$ cat config.mk
export PLATFORM = sky130hd
export DESIGN_NAME = base64_stream_encoder_flat
export DESIGN_NICKNAME = d
export VERILOG_FILES = /design/src/hdl/b64se_pkg.sv /design/src/hdl/b64se_req_if.sv /design/src/hdl/b64se_rsp_if.sv /design/src/hdl/base64_stream_encoder.sv /design/src/flat_wrapper.sv
export VERILOG_INCLUDE_DIRS = /design/src /design/src/hdl
export SDC_FILE = /design/constraint.sdc
export NUM_CORES = 1
export LEC_CHECK = 0
export BUFFER_PORTS_ARGS = -buffer_cell sky130_fd_sc_hd__buf_2
export CAP_MARGIN = 20
export CORE_MARGIN = 2
export CORE_UTILIZATION = 48
export DETAILED_ROUTE_END_ITERATION = 7
export GPL_ROUTABILITY_DRIVEN = 0
export HOLD_SLACK_MARGIN = 0.03
export MAX_ROUTING_LAYER = met4
export PLACE_DENSITY = 0.68
export SYNTH_ARGS = -nofsm -noshare
export SYNTH_HDL_FRONTEND = slang
export SYNTH_SLANG_ARGS = --single-unit
$ cat constraint.sdc
create_clock -name clock -period 4.6 [get_ports clock]
set_clock_uncertainty 0.05 [all_clocks]
set_input_delay 0.46 -clock clock [delete_from_list [all_inputs] [get_ports clock]]
set_output_delay 0.46 -clock clock [all_outputs]
set_load 0.005 [all_outputs]
$ cat src/hdl/base64_stream_encoder_assert.svh
// assertion macros for the base64 stream encoder
`ifndef BASE64_STREAM_ENCODER_ASSERT_SVH
`define BASE64_STREAM_ENCODER_ASSERT_SVH

// condition implies consequence in the same cycle
`define B64SE_ASSERT_SAME(label, ante, cons) \
   label: assert property (@(posedge clock) disable iff (reset) (ante) |-> (cons)) \
      else $error("base64 encoder check failed");

// condition implies consequence in the next cycle
`define B64SE_ASSERT_NEXT(label, ante, cons) \
   label: assert property (@(posedge clock) disable iff (reset) (ante) |=> (cons)) \
      else $error("base64 encoder check failed");

`endif

$ cat src/hdl/b64se_pkg.sv
`default_nettype none
package b64se_pkg;

   localparam int unsigned BYTE_W = 8;
   localparam int unsigned SYM_W  = 6;
   localparam int unsigned COL_W  = 7;

   localparam logic [BYTE_W-1:0] CHAR_CR = 8'd13;
   localparam logic [BYTE_W-1:0] CHAR_LF = 8'd10;
   localparam logic [BYTE_W-1:0] CHAR_UPPER_A = 8'd65;
   localparam logic [BYTE_W-1:0] CHAR_LOWER_A = 8'd97;
   localparam logic [BYTE_W-1:0] CHAR_DIGIT_0 = 8'd48;

   localparam logic [SYM_W-1:0] SYM_LOWER_START = 6'd26;
   localparam logic [SYM_W-1:0] SYM_DIGIT_START = 6'd52;
   localparam logic [SYM_W-1:0] SYM_SIXTY_TWO   = 6'd62;

   localparam logic [COL_W-1:0] COL_MAX = 7'd127;

   // configuration register indexes
   typedef enum logic [2:0] {
      REG_CHAR_SIXTY_TWO   = 3'd0,
      REG_CHAR_SIXTY_THREE = 3'd1,
      REG_PAD_LENGTH       = 3'd2,
      REG_PAD_FIRST        = 3'd3,
      REG_PAD_SECOND       = 3'd4,
      REG_PAD_THIRD        = 3'd5,
      REG_LINE_LIMIT       = 3'd6
   } csr_reg_type;

   // map one 6-bit symbol to its output character
   function automatic logic [BYTE_W-1:0] sym_char(
      input logic [SYM_W-1:0]  sym,
      input logic [BYTE_W-1:0] c62,
      input logic [BYTE_W-1:0] c63
   );
      logic [BYTE_W-1:0] sym_ext;
      sym_ext = {2'b00, sym};
      if (sym < SYM_LOWER_START) begin
         return CHAR_UPPER_A + sym_ext;
      end else if (sym < SYM_DIGIT_START) begin
         return CHAR_LOWER_A + sym_ext - {2'b00, SYM_LOWER_START};
      end else if (sym < SYM_SIXTY_TWO) begin
         return CHAR_DIGIT_0 + sym_ext - {2'b00, SYM_DIGIT_START};
      end else if (sym == SYM_SIXTY_TWO) begin
         return c62;
      end else begin
         return c63;
      end
   endfunction

endpackage
`default_nettype wire

$ cat src/hdl/b64se_req_if.sv
`default_nettype none
interface b64se_req_if;
   import b64se_pkg::*;

   logic              valid;
   logic              ready;
   logic [BYTE_W-1:0] data_byte;
   logic              last_byte;

   modport source (output valid, output data_byte, output last_byte, input ready);
   modport sink   (input valid, input data_byte, input last_byte, output ready);
endinterface
`default_nettype wire

$ cat src/hdl/b64se_rsp_if.sv
`default_nettype none
interface b64se_rsp_if;
   import b64se_pkg::*;

   logic              valid;
   logic              ready;
   logic [BYTE_W-1:0] out_char;
   logic              out_last;

   modport source (output valid, output out_char, output out_last, input ready);
   modport sink   (input valid, input out_char, input out_last, output ready);
endinterface
`default_nettype wire

$ cat src/hdl/base64_stream_encoder.sv
// base64 stream encoder: the item that closes a group is loaded into the group
// register, and its characters then leave through the result register.
// output runs at one character per cycle while the receiver is ready; a group of
// three bytes gives four characters plus any CR LF.
// items that only fill the group are taken at once unless a group is still draining.
// synchronous active-high reset restores register defaults and clears control state.
`default_nettype none
`include "base64_stream_encoder_assert.svh"
module base64_stream_encoder (
   input  wire logic                  clock,
   input  wire logic                  reset,
   b64se_req_if.sink                  req_ch,
   b64se_rsp_if.source                rsp_ch,
   input  wire logic                  csr_we,
   input  wire logic [2:0]            csr_index,
   input  wire logic [b64se_pkg::BYTE_W-1:0] csr_data
);
   import b64se_pkg::*;

   // configuration registers
   logic [BYTE_W-1:0] c62_ff, c63_ff, pad1_ff, pad2_ff, pad3_ff;
   logic [1:0]        pad_len_ff;
   logic [COL_W-1:0]  limit_ff;

   // group collection
   logic [15:0]       held_ff, held_in;
   logic [1:0]        count_ff, count_in;

   // group being emitted
   logic              job_valid_ff, job_valid_in;
   logic [23:0]       word_ff, word_in;
   logic [1:0]        sym_last_ff, sym_last_in;
   logic [1:0]        sym_idx_ff, sym_idx_in;
   logic              in_pad_ff, in_pad_in;
   logic [1:0]        pad_grp_ff, pad_grp_in;
   logic [1:0]        pad_idx_ff, pad_idx_in;
   logic              job_last_ff, job_last_in;
   logic              lf_pend_ff, lf_pend_in;
   logic [COL_W-1:0]  col_ff, col_in;

   // result register
   logic              rsp_valid_ff, rsp_valid_in;
   logic [BYTE_W-1:0] rsp_char_ff, rsp_char_in;
   logic              rsp_last_ff, rsp_last_in;

   logic              accept, advance, step, emit_data, done;
   logic              brk_due, sym_end, no_pad, pad_end, final_ch;
   logic [SYM_W-1:0]  cur_sym;
   logic [BYTE_W-1:0] sym_ch, pad_ch, data_ch;
   logic              produce;
   logic [23:0]       new_word;
   logic [1:0]        new_sym_last, new_pad_grp;

   // handshake
   assign advance      = !rsp_valid_ff || rsp_ch.ready;
   assign step         = job_valid_ff && advance;
   assign req_ch.ready = !job_valid_ff || done;
   assign accept       = req_ch.valid && req_ch.ready;

   assign rsp_ch.valid    = rsp_valid_ff;
   assign rsp_ch.out_char = rsp_char_ff;
   assign rsp_ch.out_last = rsp_last_ff;

   // character selection for the current position
   always_comb begin
      case (sym_idx_ff)
         2'd0:    cur_sym = word_ff[23:18];
         2'd1:    cur_sym = word_ff[17:12];
         2'd2:    cur_sym = word_ff[11:6];
         default: cur_sym = word_ff[5:0];
      endcase
      sym_ch = sym_char(cur_sym, c62_ff, c63_ff);
      case (pad_idx_ff)
         2'd0:    pad_ch = pad1_ff;
         2'd1:    pad_ch = pad2_ff;
         default: pad_ch = pad3_ff;
      endcase
      data_ch  = in_pad_ff ? pad_ch : sym_ch;
      brk_due  = (limit_ff != '0) && (col_ff >= limit_ff);
      sym_end  = (sym_idx_ff == sym_last_ff);
      no_pad   = (pad_grp_ff == 2'd0) || (pad_len_ff == 2'd0);
      pad_end  = (pad_idx_ff == pad_len_ff - 2'd1);
      final_ch = in_pad_ff ? (pad_end && (pad_grp_ff == 2'd1)) : (sym_end && no_pad);
      emit_data = step && !lf_pend_ff && !brk_due;
      done      = emit_data && final_ch;
   end

   // group assembly from the incoming byte
   always_comb begin
      produce      = 1'b1;
      new_word     = {held_ff, req_ch.data_byte};
      new_sym_last = 2'd3;
      new_pad_grp  = 2'd0;
      held_in      = held_ff;
      count_in     = count_ff;
      if (count_ff == 2'd2) begin
         new_word = {held_ff, req_ch.data_byte};
      end else if (req_ch.last_byte) begin
         if (count_ff == 2'd1) begin
            new_word     = {held_ff[7:0], req_ch.data_byte, 8'h00};
            new_sym_last = 2'd2;
            new_pad_grp  = 2'd1;
         end else begin
            new_word     = {req_ch.data_byte, 16'h0000};
            new_sym_last = 2'd1;
            new_pad_grp  = 2'd2;
         end
      end else begin
         produce = 1'b0;
      end
      if (accept) begin
         if (produce) begin
            count_in = 2'd0;
         end else begin
            held_in  = {held_ff[7:0], req_ch.data_byte};
            count_in = count_ff + 2'd1;
         end
      end
   end

   // emitter progress and result register
   always_comb begin
      job_valid_in = job_valid_ff;
      word_in      = word_ff;
      sym_last_in  = sym_last_ff;
      sym_idx_in   = sym_idx_ff;
      in_pad_in    = in_pad_ff;
      pad_grp_in   = pad_grp_ff;
      pad_idx_in   = pad_idx_ff;
      job_last_in  = job_last_ff;
      lf_pend_in   = lf_pend_ff;
      col_in       = col_ff;
      rsp_valid_in = rsp_valid_ff;
      rsp_char_in  = rsp_char_ff;
      rsp_last_in  = rsp_last_ff;

      if (step) begin
         rsp_valid_in = 1'b1;
         rsp_last_in  = 1'b0;
         if (lf_pend_ff) begin
            rsp_char_in = CHAR_LF;
            lf_pend_in  = 1'b0;
            col_in      = '0;
         end else if (brk_due) begin
            rsp_char_in = CHAR_CR;
            lf_pend_in  = 1'b1;
         end else begin
            rsp_char_in = data_ch;
            rsp_last_in = final_ch;
            if (final_ch && job_last_ff) begin
               col_in = '0;
            end else if (col_ff != COL_MAX) begin
               col_in = col_ff + 7'd1;
            end
            if (final_ch) begin
               job_valid_in = 1'b0;
            end else if (!in_pad_ff) begin
               if (sym_end) begin
                  in_pad_in  = 1'b1;
                  pad_idx_in = 2'd0;
               end else begin
                  sym_idx_in = sym_idx_ff + 2'd1;
               end
            end else if (pad_end) begin
               pad_idx_in = 2'd0;
               pad_grp_in = pad_grp_ff - 2'd1;
            end else begin
               pad_idx_in = pad_idx_ff + 2'd1;
            end
         end
      end else if (rsp_ch.ready) begin
         rsp_valid_in = 1'b0;
      end

      // load a finished group
      if (accept && produce) begin
         job_valid_in = 1'b1;
         word_in      = new_word;
         sym_last_in  = new_sym_last;
         sym_idx_in   = 2'd0;
         in_pad_in    = 1'b0;
         pad_grp_in   = new_pad_grp;
         pad_idx_in   = 2'd0;
         job_last_in  = req_ch.last_byte;
      end
   end

   // control state and configuration
   always_ff @(posedge clock) begin
      if (reset) begin
         c62_ff       <= 8'd43;
         c63_ff       <= 8'd47;
         pad_len_ff   <= 2'd1;
         pad1_ff      <= 8'd61;
         pad2_ff      <= 8'd0;
         pad3_ff      <= 8'd0;
         limit_ff     <= '0;
         count_ff     <= 2'd0;
         job_valid_ff <= 1'b0;
         lf_pend_ff   <= 1'b0;
         col_ff       <= '0;
         rsp_valid_ff <= 1'b0;
      end else begin
         count_ff     <= count_in;
         job_valid_ff <= job_valid_in;
         lf_pend_ff   <= lf_pend_in;
         col_ff       <= col_in;
         rsp_valid_ff <= rsp_valid_in;
         if (csr_we) begin
            unique case (csr_index)
               REG_CHAR_SIXTY_TWO:   c62_ff     <= csr_data;
               REG_CHAR_SIXTY_THREE: c63_ff     <= csr_data;
               REG_PAD_LENGTH:       pad_len_ff <= csr_data[1:0];
               REG_PAD_FIRST:        pad1_ff    <= csr_data;
               REG_PAD_SECOND:       pad2_ff    <= csr_data;
               REG_PAD_THIRD:        pad3_ff    <= csr_data;
               REG_LINE_LIMIT:       limit_ff   <= csr_data[COL_W-1:0];
               default: ;
            endcase
         end
      end
   end

   // payload registers
   always_ff @(posedge clock) begin
      held_ff     <= held_in;
      word_ff     <= word_in;
      sym_last_ff <= sym_last_in;
      sym_idx_ff  <= sym_idx_in;
      in_pad_ff   <= in_pad_in;
      pad_grp_ff  <= pad_grp_in;
      pad_idx_ff  <= pad_idx_in;
      job_last_ff <= job_last_in;
      rsp_char_ff <= rsp_char_in;
      rsp_last_ff <= rsp_last_in;
   end

   // a pending LF always belongs to a group still in flight
   `B64SE_ASSERT_SAME(a_lf_in_job, lf_pend_ff, job_valid_ff)
   // a new item only overlaps a group that finishes in the same cycle
   `B64SE_ASSERT_SAME(a_accept_free, accept && job_valid_ff, done)
   // a CR is followed by its LF as soon as the result side moves
   `B64SE_ASSERT_NEXT(a_lf_next, step && lf_pend_ff,
      rsp_valid_ff && (rsp_char_ff == CHAR_LF) && !rsp_last_ff)
   // a last byte always closes the group
   `B64SE_ASSERT_NEXT(a_last_clears, accept && req_ch.last_byte, count_ff == 2'd0)

endmodule
`default_nettype wire
$ cat src/flat_wrapper.sv
// flat-port wrapper written by rule: the top's interface ports become plain ports
module base64_stream_encoder_flat import b64se_pkg::*;
  (clock, reset, csr_we, csr_index, csr_data, req_ch_valid, req_ch_data_byte, req_ch_last_byte, req_ch_ready, rsp_ch_valid, rsp_ch_out_char, rsp_ch_out_last, rsp_ch_ready);
  b64se_req_if req_ch_i ();
  b64se_rsp_if rsp_ch_i ();
  input  wire logic clock;
  input  wire logic reset;
  input  wire logic csr_we;
  input  wire logic [2:0] csr_index;
  input  wire logic [b64se_pkg::BYTE_W-1:0] csr_data;
  input wire logic [$bits(req_ch_i.valid)-1:0] req_ch_valid;
  input wire logic [$bits(req_ch_i.data_byte)-1:0] req_ch_data_byte;
  input wire logic [$bits(req_ch_i.last_byte)-1:0] req_ch_last_byte;
  output wire logic [$bits(req_ch_i.ready)-1:0] req_ch_ready;
  output wire logic [$bits(rsp_ch_i.valid)-1:0] rsp_ch_valid;
  output wire logic [$bits(rsp_ch_i.out_char)-1:0] rsp_ch_out_char;
  output wire logic [$bits(rsp_ch_i.out_last)-1:0] rsp_ch_out_last;
  input wire logic [$bits(rsp_ch_i.ready)-1:0] rsp_ch_ready;
  assign req_ch_i.valid = req_ch_valid;
  assign req_ch_i.data_byte = req_ch_data_byte;
  assign req_ch_i.last_byte = req_ch_last_byte;
  assign req_ch_ready = req_ch_i.ready;
  assign rsp_ch_valid = rsp_ch_i.valid;
  assign rsp_ch_out_char = rsp_ch_i.out_char;
  assign rsp_ch_out_last = rsp_ch_i.out_last;
  assign rsp_ch_i.ready = rsp_ch_ready;
  base64_stream_encoder u_core (.clock(clock), .reset(reset), .req_ch(req_ch_i), .rsp_ch(rsp_ch_i), .csr_we(csr_we), .csr_index(csr_index), .csr_data(csr_data));
endmodule
==> flow_metrics.py <==
metrics = {
    "power_and_ir_drop": {
        "power_mw": 3.43,
        "internal-power_mw": 2.38,
        "p_leak_nw": 2.72,
        "max-vdd-ir-drop_mv": 0.283,
        "pwr-share-clk": 0.392,
        "pwr-share-seq": 0.366,
        "power.net_switching_mw": 1.05,
        "powerDensity_nw_per_um2": 486,
        "combPwrFrac": 0.242,
        "swShare": 0.305,
    },
    "sta": {
        "fin_crit_ps": 3710,
        "maxSlewHeadroom": 0.345,
        "worst_hold_slack_ps": 199,
        "rsz0062_at_grt": "false",
        "setup_slack_ps": 892,
        "max_freq_ghz": 0.270,
        "slew_violations": 0,
        "setup_tns_ps": 0,
        "setup_viol": 0,
        "period_share": 0.806,
        "worst_pin_slew_ps": 972,
        "finalHoldViolations": 0,
    },
    "clock_tree": {
        "cts_root_buffer": "clkbuf_16",
        "clk_latency_ps": 420,
        "cts_tree": "done",
        "post_cts_buffers": 0,
        "ctsHoldBuffers": 0,
        "clkTransAtPathRegs_ps": 60,
        "htreeDepth": 4,
        "clk_path_buf_depth": 2,
        "cts_made_buffers": 17,
        "cts.sinks": 120,
        "post_cts_resized": 0,
    },
    "cells_and_area": {
        "multi_input_area_sq_um": 2940,
        "n_fill_cell": 1103,
        "register_area_sq_um": 2940,
        "drive_above_1_share": 0.117,
        "diodes": 0,
        "area_growth_pct": 15.6,
        "nets": 740,
    },
    "synthesis": {
        "synthDistinctLibCells": 59,
        "ys.warnings.count": 0,
        "synth_area_sq_um": 6110,
        "postSynthAreaPerCell_sq_um": 9.36,
        "synth-edff-count": 54,
        "synth_seq_cells": 120,
        "yosysSeqAreaShare": 0.482,
        "synth.largest_area_cell": "edfxtp_1",
        "yosysTopAreaCellShare": 0.266,
        "synth_area_leaders": "edfxtp_1, dfxtp_1, nand2_1, ha_1, a21oi_1",
        "syn_nets": 706,
        "synthCells": 652,
        "synth-main-ff-cell": "dfxtp_1",
        "async_reset_ff_frac": 0,
    },
    "die": {
        "die_width_microns": 117,
        "core_area_sq_um": 12500,
        "start_util": 0.488,
        "die_h_microns": 117,
        "die_area_sq_um": 13600,
        "io_pins": 36,
        "rows": 41,
    },
    "placed_design": {
        "place_ws_ps": 1000,
        "place_hpwl_microns": 9790,
        "numPortBuffers": 35,
    },
    "setup_path": {
        "crit_type": "register to register",
        "end_kind": "register",
        "critPathMaxFanout": 15,
        "critPathSlowestCell": "a222oi_1",
        "cp_cell_sequence": "inv_1 > ha_1 > a222oi_1 > nand2_1 > o21ai_1 > inv_1 > ha_1 > nand2_1 > a211o_1 > nand3_1 > a311oi_1 > a311oi_1 > o311a_1",
        "start_kind": "register",
        "max_stage_delay_ps": 530,
        "crit-reg2reg-launch": "u_core.sym_idx_ff[0]",
        "required_ps": 4710,
        "cp-startpoint": "u_core.sym_idx_ff[0]",
        "cp.arrival_ps": 3820,
    },
    "detailed_routing": {
        "drc": 0,
        "firstDrtPassIters": 8,
        "wl_met2_microns": 6510,
        "vias": 4914,
        "drt_iter0_drc": 511,
        "wl_microns": 13900,
        "highest_layer": "met4",
        "dr_wl_met3_microns": 1090,
        "wl_per_cell_microns": 16.0,
        "wirelength_met1_microns": 6070,
        "ant_nets": 0,
        "via_per_inst": 5.64,
    },
    "global_route": {
        "antenna_found_initial": 0,
        "globalRouteOverflowTotal": 0,
        "grt_pass1_wl_microns": 22700,
        "grt_pass1_vias": 4597,
        "grt_max_degree": 58,
        "grt_util_all_layers": 0.224,
    },
    "status": {
        "outcome": "finished, final reports clean",
    },
    "hold_path": {
        "hp-class": "input port to register",
        "holdCritStartpoint": "req_ch_data_byte[0]",
    },
    "flow_run": {
        "drv_cap": 0,
    },
}
==> sequential cells by signal, summed over array words and instances, names as in the netlist, 8 cells and up <==
name,flops
u_core.c62_ff,8
u_core.c63_ff,8
u_core.held_ff,16
u_core.pad1_ff,8
u_core.pad2_ff,8
u_core.pad3_ff,8
u_core.rsp_ch.out_char,8
u_core.word_ff,24
==> synth_stat cells (all sizes together) (3+ instances only) <==
library cell  instances
and3                  4
a31oi                 3
a211oi                5
xor2                  4
or3                   5
or4                   4
nand2b                8
nor3b                 4
clkbuf               23
edfxtp               54
and2                 10
nor2b                12
a222oi                3
inv                  34
nor2                 25
o22ai                 3
a21oi                59
mux2i                27
ha                   29
nand3                18
nor3                  4
dfxtp                66
a22oi                 8
o21ai                40
a311oi                3
o31ai                 6
a221o                 3
o2111ai               4
o211ai                7
nand2               130
a21o                  3
nand3b               11
xnor2                 5
a211o                 7
==> routing by layer <==
layer / track usage / vias to the layer above
met3: 0.0680 / 28
met2: 0.339 / 174
li1: - / 2417
met1: 0.289 / 2295
met5: - / -
met4: 0.0761 / 0
==> kinds of logic after synthesis <==
logic type / count (synthesis) / synth area share
adders and majority gates: 29 / 0.0594
AOI/OAI and AO/OA: 162 / 0.170
buffers and inverters: 60 / 0.0381
muxes: 29 / 0.0480
DFF: 120 / 0.482
xor gates and xnor gates: 9 / 0.0129
and+or+nand+nor: 243 / 0.190
==> power groups by stage <==
stage | Clock, mW | Sequential (mW) | Combinational (mW)
2_1_floorplan | 0 | 1.26 | 0.611
3_5_place_dp | 0 | 1.28 | 0.810
6_report | 1.34 | 1.25 | 0.831
4_1_cts | 1.37 | 1.25 | 0.816
5_1_grt | 1.41 | 1.26 | 0.924
3_3_place_gp | 0 | 1.27 | 0.790
==> per-stage QoR <==
step | std cells | cell area (sq um) | utilization
5_1_grt | 871 | 7060 | 0.564
6_report | 871 | 7060 | 0.564
2_1_floorplan | 652 | 6110 | -
3_3_place_gp | 838 | 6430 | 0.514
3_5_place_dp | 838 | 6430 | 0.514
4_1_cts | 870 | 7030 | 0.562
==> critical path, delay by kind of cell (launching register included) <==
family                   cells  cell delay, ps
AO/OA/AOI/OAI                6            1610
adder cells (fa/ha/maj)      2             520
buffers and inverters        2             230
flip-flops                   1             450
AND/OR/NAND/NOR              3             590
==> worst paths after layout <==
check                              end  slack, ps  cells after the start
min reg2reg           u_core.c63_ff[7]        400                      2
min                  u_core.held_ff[0]        200                      1
max reg2reg  u_core.rsp_ch.out_char[5]        890                     13
max          u_core.rsp_ch.out_char[5]        890                     13
==> layout by cell type (no fill, tap or decap), types with 5 or more instances in the layout <==
cell type,Yosys,final
nand2_1,130,130
and2_1,10,10
o21ai_0,39,39
nand2b_1,8,8
nand3_1,18,18
nand3b_1,11,11
or3_1,5,5
edfxtp_1,54,54
ha_1,29,29
nor2_1,25,25
mux2i_1,27,27
o31ai_1,5,5
o211ai_1,7,7
clkbuf_16,0,17
buf_2,0,35
a22oi_1,8,8
a211o_1,7,7
xnor2_1,5,5
inv_1,33,33
a21oi_1,58,58
dfxtp_1,66,66
nor2b_1,12,12
==> cell type report <==
type | instances | area share
Clock inverter | 15 | 0.0246
Timing Repair Buffer | 40 | 0.0330
Multi-Input combinational cell | 472 | 0.416
Inverter | 35 | 0.0186
Tap cell | 172 | 0.0305
Sequential cell | 120 | 0.417
Clock buffer | 17 | 0.0603
Note: power is estimated with default switching activity, not from simulation.
